## src/rtl/pivt_pkg.sv

```systemverilog
`default_nettype none
package pivt_pkg;

    localparam int X_PIXELS    = 384;
    localparam int Y_PIXELS    = 128;
    localparam int PIXEL_COUNT = X_PIXELS * Y_PIXELS;
    localparam int IDX_W       = $clog2(PIXEL_COUNT);

    localparam int KIND_W   = 2;
    localparam int TIME_W   = 63;
    localparam int X_W      = 9;
    localparam int Y_W      = 7;
    localparam int WINDOW_W = 40;
    localparam int COUNT_W  = 32;

    localparam logic [WINDOW_W-1:0] WINDOW_RESET = 40'd150000000000;
    localparam logic [COUNT_W-1:0]  COUNT_MAX    = {COUNT_W{1'b1}};

    localparam logic [KIND_W-1:0] KIND_GATED   = 2'd0;
    localparam logic [KIND_W-1:0] KIND_IMPLANT = 2'd1;
    localparam logic [KIND_W-1:0] KIND_READOUT = 2'd2;

    typedef struct packed {
        logic [KIND_W-1:0] kind;
        logic [TIME_W-1:0] event_time;
        logic [X_W-1:0]    pixel_x;
        logic [Y_W-1:0]    pixel_y;
    } t_in_word;

    typedef struct packed {
        logic               vetoed;
        logic               same_time_skip;
        logic               entry_valid;
        logic [TIME_W-1:0]  entry_time;
        logic [COUNT_W-1:0] veto_total;
    } t_out_word;

    typedef struct packed {
        logic             load;
        logic             rd;
        logic             diff;
        logic             exec;
        logic             clr_we;
        logic [IDX_W-1:0] clr_addr;
    } t_cmd;

endpackage
`default_nettype wire

```

## src/rtl/pivt_ctrl.sv

```systemverilog
`default_nettype none
module pivt_ctrl
    import pivt_pkg::*;
(
    input  wire  i_clk,
    input  wire  i_rst_n,
    input  wire  i_in_valid,
    input  wire  i_out_ready,
    output logic o_in_ready,
    output logic o_out_valid,
    output t_cmd o_cmd
);

    localparam logic [2:0] S_CLEAR = 3'd0;
    localparam logic [2:0] S_IDLE  = 3'd1;
    localparam logic [2:0] S_READ  = 3'd2;
    localparam logic [2:0] S_DIFF  = 3'd3;
    localparam logic [2:0] S_EXEC  = 3'd4;

    logic [2:0]       r_state, n_state;
    logic [IDX_W-1:0] r_clr_addr, n_clr_addr;
    logic             r_out_valid, n_out_valid;
    logic             w_exec;

    always_comb begin
        n_state    = r_state;
        n_clr_addr = r_clr_addr;
        w_exec     = 1'b0;
        unique case (r_state)
            S_CLEAR: begin
                n_clr_addr = r_clr_addr + 1'b1;
                if (r_clr_addr == IDX_W'(PIXEL_COUNT - 1)) begin
                    n_state = S_IDLE;
                end
            end
            S_IDLE: begin
                if (i_in_valid) begin
                    n_state = S_READ;
                end
            end
            S_READ: begin
                n_state = S_DIFF;
            end
            S_DIFF: begin
                n_state = S_EXEC;
            end
            S_EXEC: begin
                if (!r_out_valid || i_out_ready) begin
                    w_exec  = 1'b1;
                    n_state = S_IDLE;
                end
            end
            default: begin
                n_state = S_CLEAR;
            end
        endcase
        n_out_valid = (r_out_valid && !i_out_ready) || w_exec;
    end

    always_ff @(posedge i_clk) begin
        if (!i_rst_n) begin
            r_state     <= S_CLEAR;
            r_clr_addr  <= '0;
            r_out_valid <= 1'b0;
        end else begin
            r_state     <= n_state;
            r_clr_addr  <= n_clr_addr;
            r_out_valid <= n_out_valid;
        end
    end

    assign o_in_ready     = (r_state == S_IDLE);
    assign o_out_valid    = r_out_valid;
    assign o_cmd.load     = (r_state == S_IDLE) && i_in_valid;
    assign o_cmd.rd       = (r_state == S_READ);
    assign o_cmd.diff     = (r_state == S_DIFF);
    assign o_cmd.exec     = w_exec;
    assign o_cmd.clr_we   = (r_state == S_CLEAR);
    assign o_cmd.clr_addr = r_clr_addr;

endmodule
`default_nettype wire

```

## config.mk

```make
export PLATFORM = sky130hd
export DESIGN_NAME = pivt_ctrl
export DESIGN_NICKNAME = d
export VERILOG_FILES = /design/src/rtl/pivt_pkg.sv /design/src/rtl/pivt_ctrl.sv
export SDC_FILE = /design/constraint.sdc
export NUM_CORES = 1
export LEC_CHECK = 0
export ABC_CLOCK_PERIOD_IN_PS = 1860
export BUFFER_PORTS_ARGS = -buffer_cell sky130_fd_sc_hd__buf_2
export CORE_ASPECT_RATIO = 1.2
export CORE_MARGIN = 8
export CORE_UTILIZATION = 45
export CTS_BUF_LIST = sky130_fd_sc_hd__clkbuf_8
export CTS_CLUSTER_SIZE = 12
export DETAILED_ROUTE_END_ITERATION = 16
export GPL_TIMING_DRIVEN = 0
export PLACE_DENSITY = 0.69
export SLEW_MARGIN = 0
export SYNTH_ARGS = -nofsm -noshare
export SYNTH_HDL_FRONTEND = slang
export SYNTH_SLANG_ARGS = --single-unit
```

## constraint.sdc

```tcl
create_clock -name i_clk -period 1.86 [get_ports i_clk]
set_clock_uncertainty 0.2 [all_clocks]
set_input_delay 0.279 -clock i_clk [delete_from_list [all_inputs] [get_ports i_clk]]
set_output_delay 0.279 -clock i_clk [all_outputs]
set_load 0.01 [all_outputs]
```

==> results.txt <==
Slew @ Worst Pin - 0.424 ns
WL final - 2170 um
First-pass DRT Iterations - 4
Post-synth top area share - 0.416
Rows - 18
Via count - 868
Crit. End Element - flop
Area Growth Syn to Fin - 30.6%
Clock-pin slew on the worst setup and hold paths - 0.07 ns
R2r setup slk - -0.09 ns
Reg-to-reg critical path endpoint - r_clr_addr[10]
Xor and xnor area share after synthesis - 0.0637
Number of buffers created by CTS - 3
Hold Path Class - input port to flop
Multi-input logic area - 571 um2
Slowest stage delay, CP - 0.47 ns
Reg-to-Reg Start - r_state[2]
Cells after DPL - 167
Initial antenna violation count - 0
Final period util - 1.05
Synth Register Bits - 20
CP max FO - 7
Post-synthesis cell type count - 30
Worst-Skew Late Latency - 0.26 ns
Complex-gate fraction of the synthesized area - 0.0949
Mean Syn Cell Area - 8.67 um2
Post-synth EDFFs - 0
Dpl hpwl - 1610 um
DIE WIDTH - 58.2 um
Final Wtd Congestion - 0.741
CP Launch Type - flop
Hold worst-path end - r_clr_addr[13]
RSZ-0062 raised after global routing - yes
Avg WL per Cell - 12.5 um
Slowest CP cell - or4_4
Crit Path Category - flop to flop
Max layer used - met4
Register Area - 415 um2
# DRC - 0
CTS tree - built
Clock Power Share - 0.369
I/O Pins - 27
Max Transition Viols Final - 0
Cell chosen for the clock root - clkbuf_8
Relative max-transition margin - 0.717
Critical Path AT - 1.93 ns
Initial DRC count - 17
Asr flop ratio synth - 0
Clock sinks - 20
Met3 WL - 132 um
Cell taking the most area after synthesis - dfxtp_1
Syn Inst Count - 111
Int Power - 602 uW
Wire length of the first global-routing pass - 3480 um
Max-Cap Viols - 0
Largest net degree at the start of global routing - 12
Final nets - 150
Met2 wire length - 1030 um
Port Buffers - 26
Die Footprint - 3880 um2
Final setup fails - 5
Synthesized cell area - 962 um2
H-tree levels - 1
CP top delay family - simple AND/OR/NAND/NOR gates
R2R cell count - 4
Hold Path Stages - 3
Initial Utilization - 0.469
Leak pwr - 0.559 nW
Global route total overflow - 0
Sequential Power Share - 0.573
Count leader, synth - dfxtp_1
Switching share of power - 0.218
Syn. warnings - 0
Share of layout cells above drive strength 1 - 0.326
Min-delay src - i_rst_n
Failing checks - setup timing
Gate power share - 0.058
Die Y - 66.7 um
Mux contribution to synthesized area - 0.0416
Synth Area in Simple Gates - 0.337
Combinational family with the most area after synthesis - simple AND/OR/NAND/NOR gates
Post-synthesis adder-cell area fraction - 0.0130
N_diodes - 0
FMAX - 514 MHz
Non-Filler Instances - 174
Final min period - 1.95 ns
Status - finished with violations
Syn nets - 116
Pwr per Cell Area - 613 nW/um2
Final Hold Vio Count - 0
DP Worst Slack - -0.133 ns
Vias in the first global route - 806
CP required - 1.85 ns
Main synth FF type - dfxtp_1
Worst path bufs/invs - 0
GRT Util Overall - 0.114
Seq/Total Area, Yosys - 0.416
Clock tree buffer depth - 2
VDD IR-drop max - 501 uV
Mean number of vias per cell - 4.99
Metal-1 WL - 998 um
Setup ws final - -0.0868 ns
Synth top area cells - dfxtp_1, xnor2_1, nand2_1
Sw Pwr - 168 uW
Core Footprint - 2050 um2
Detail Route Antenna Nets - 0
Critical Path, Cell by Cell - or3_4 -> or4_4 -> or3_1 -> a21boi_1
FILL cells - 195
Top cells by count, synth - dfxtp_1, nand2_1, and2_1
power by group through the flow:
stage	clock, mW	combinational, mW	sequential, mW
after floorplan	0	0.0218	0.455
after global placement	0	0.0396	0.453
after detailed placement	0	0.0414	0.453
after CTS	0.293	0.0421	0.442
after global routing	0.315	0.0513	0.442
final	0.284	0.0445	0.441
worst max path at each step:
stage,start,to,slack (ns),cells past startpoint
floorplan,r_state[2],r_clr_addr[10],-0.03,5
global placement,r_state[2],r_clr_addr[14],-0.14,5
detailed placement,r_state[2],r_clr_addr[15],-0.13,5
CTS,r_state[2],r_clr_addr[10],-0.13,5
global route,r_state[2],r_clr_addr[14],-0.15,4
finish,r_state[2],r_clr_addr[10],-0.09,4
sequential cells by signal (all words and copies together) (netlist names):
| register | flops |
|---|---|
| o_out_valid | 1 |
| r_clr_addr | 16 |
| r_state | 3 |
layout by cell type, fill, tap and decap left out, drive strengths merged, types with 3 or more instances in the layout:
cell and n:
or3 5, nand3 5, nor3b 3, buf 32, xnor2 6, clkbuf 5, nand2 13, dfxtp 20
mux2i 4, nor3 4, and2 7, o21ai 4, a21boi 5, nand2b 5, nor2b 4, nand4 4
stage by stage:
stage               cell area, um2  total power, mW  setup TNS, ns  hold slack [ns]  utilization
global route                  1260            0.808         -0.534            0.124        0.613
floorplan                      992            0.477        -0.0779            0.231            -
CTS                           1240            0.777         -0.569            0.116        0.607
global placement              1160            0.492         -0.806            0.277        0.566
finish                        1260            0.770         -0.316            0.118        0.613
detailed placement            1160            0.494         -0.787            0.299        0.566
cell type report:
| cell class | instances | share of cell area |
|---|---|---|
| multi-input cells | 84 | 0.454 |
| flip-flops and latches | 20 | 0.331 |
| repair buffers | 30 | 0.127 |
| clock buffers | 3 | 0.0329 |
| well taps | 30 | 0.0299 |
| plain buffers | 4 | 0.0159 |
| inverters | 2 | 0.00598 |
| clock inverters | 1 | 0.00299 |
routing by layer:
metal  up-vias  track usage
met5         -            0
met4         0       0.0460
met3         2       0.0385
met2        21        0.182
met1       396        0.136
li1        449            -
tightest hold or removal path: stages:
cell and delay [ns]:
buf_2 0.13, nand2b_1 0.07, mux2i_1 0.05
logic make-up (layout without fill, tap and decap cells):
kind of cell    count (synthesis)  count (layout)
simple gates                   58              58
flops                          20              20
compound gates                 14              14
buf+inv                         7              40
mux                             4               4
xor+xnor                        7               7
fa+ha+maj                       1               1
what timing repair did:
action,in CTS,in global routing
setup buffers,1,3
hold buffers,0,0
pin swaps,2,4
endpoints found under the setup margin,10,9
hold endpoints to repair,0,0
resized for setup,9,0
Note: power is estimated with default switching activity, not from simulation.
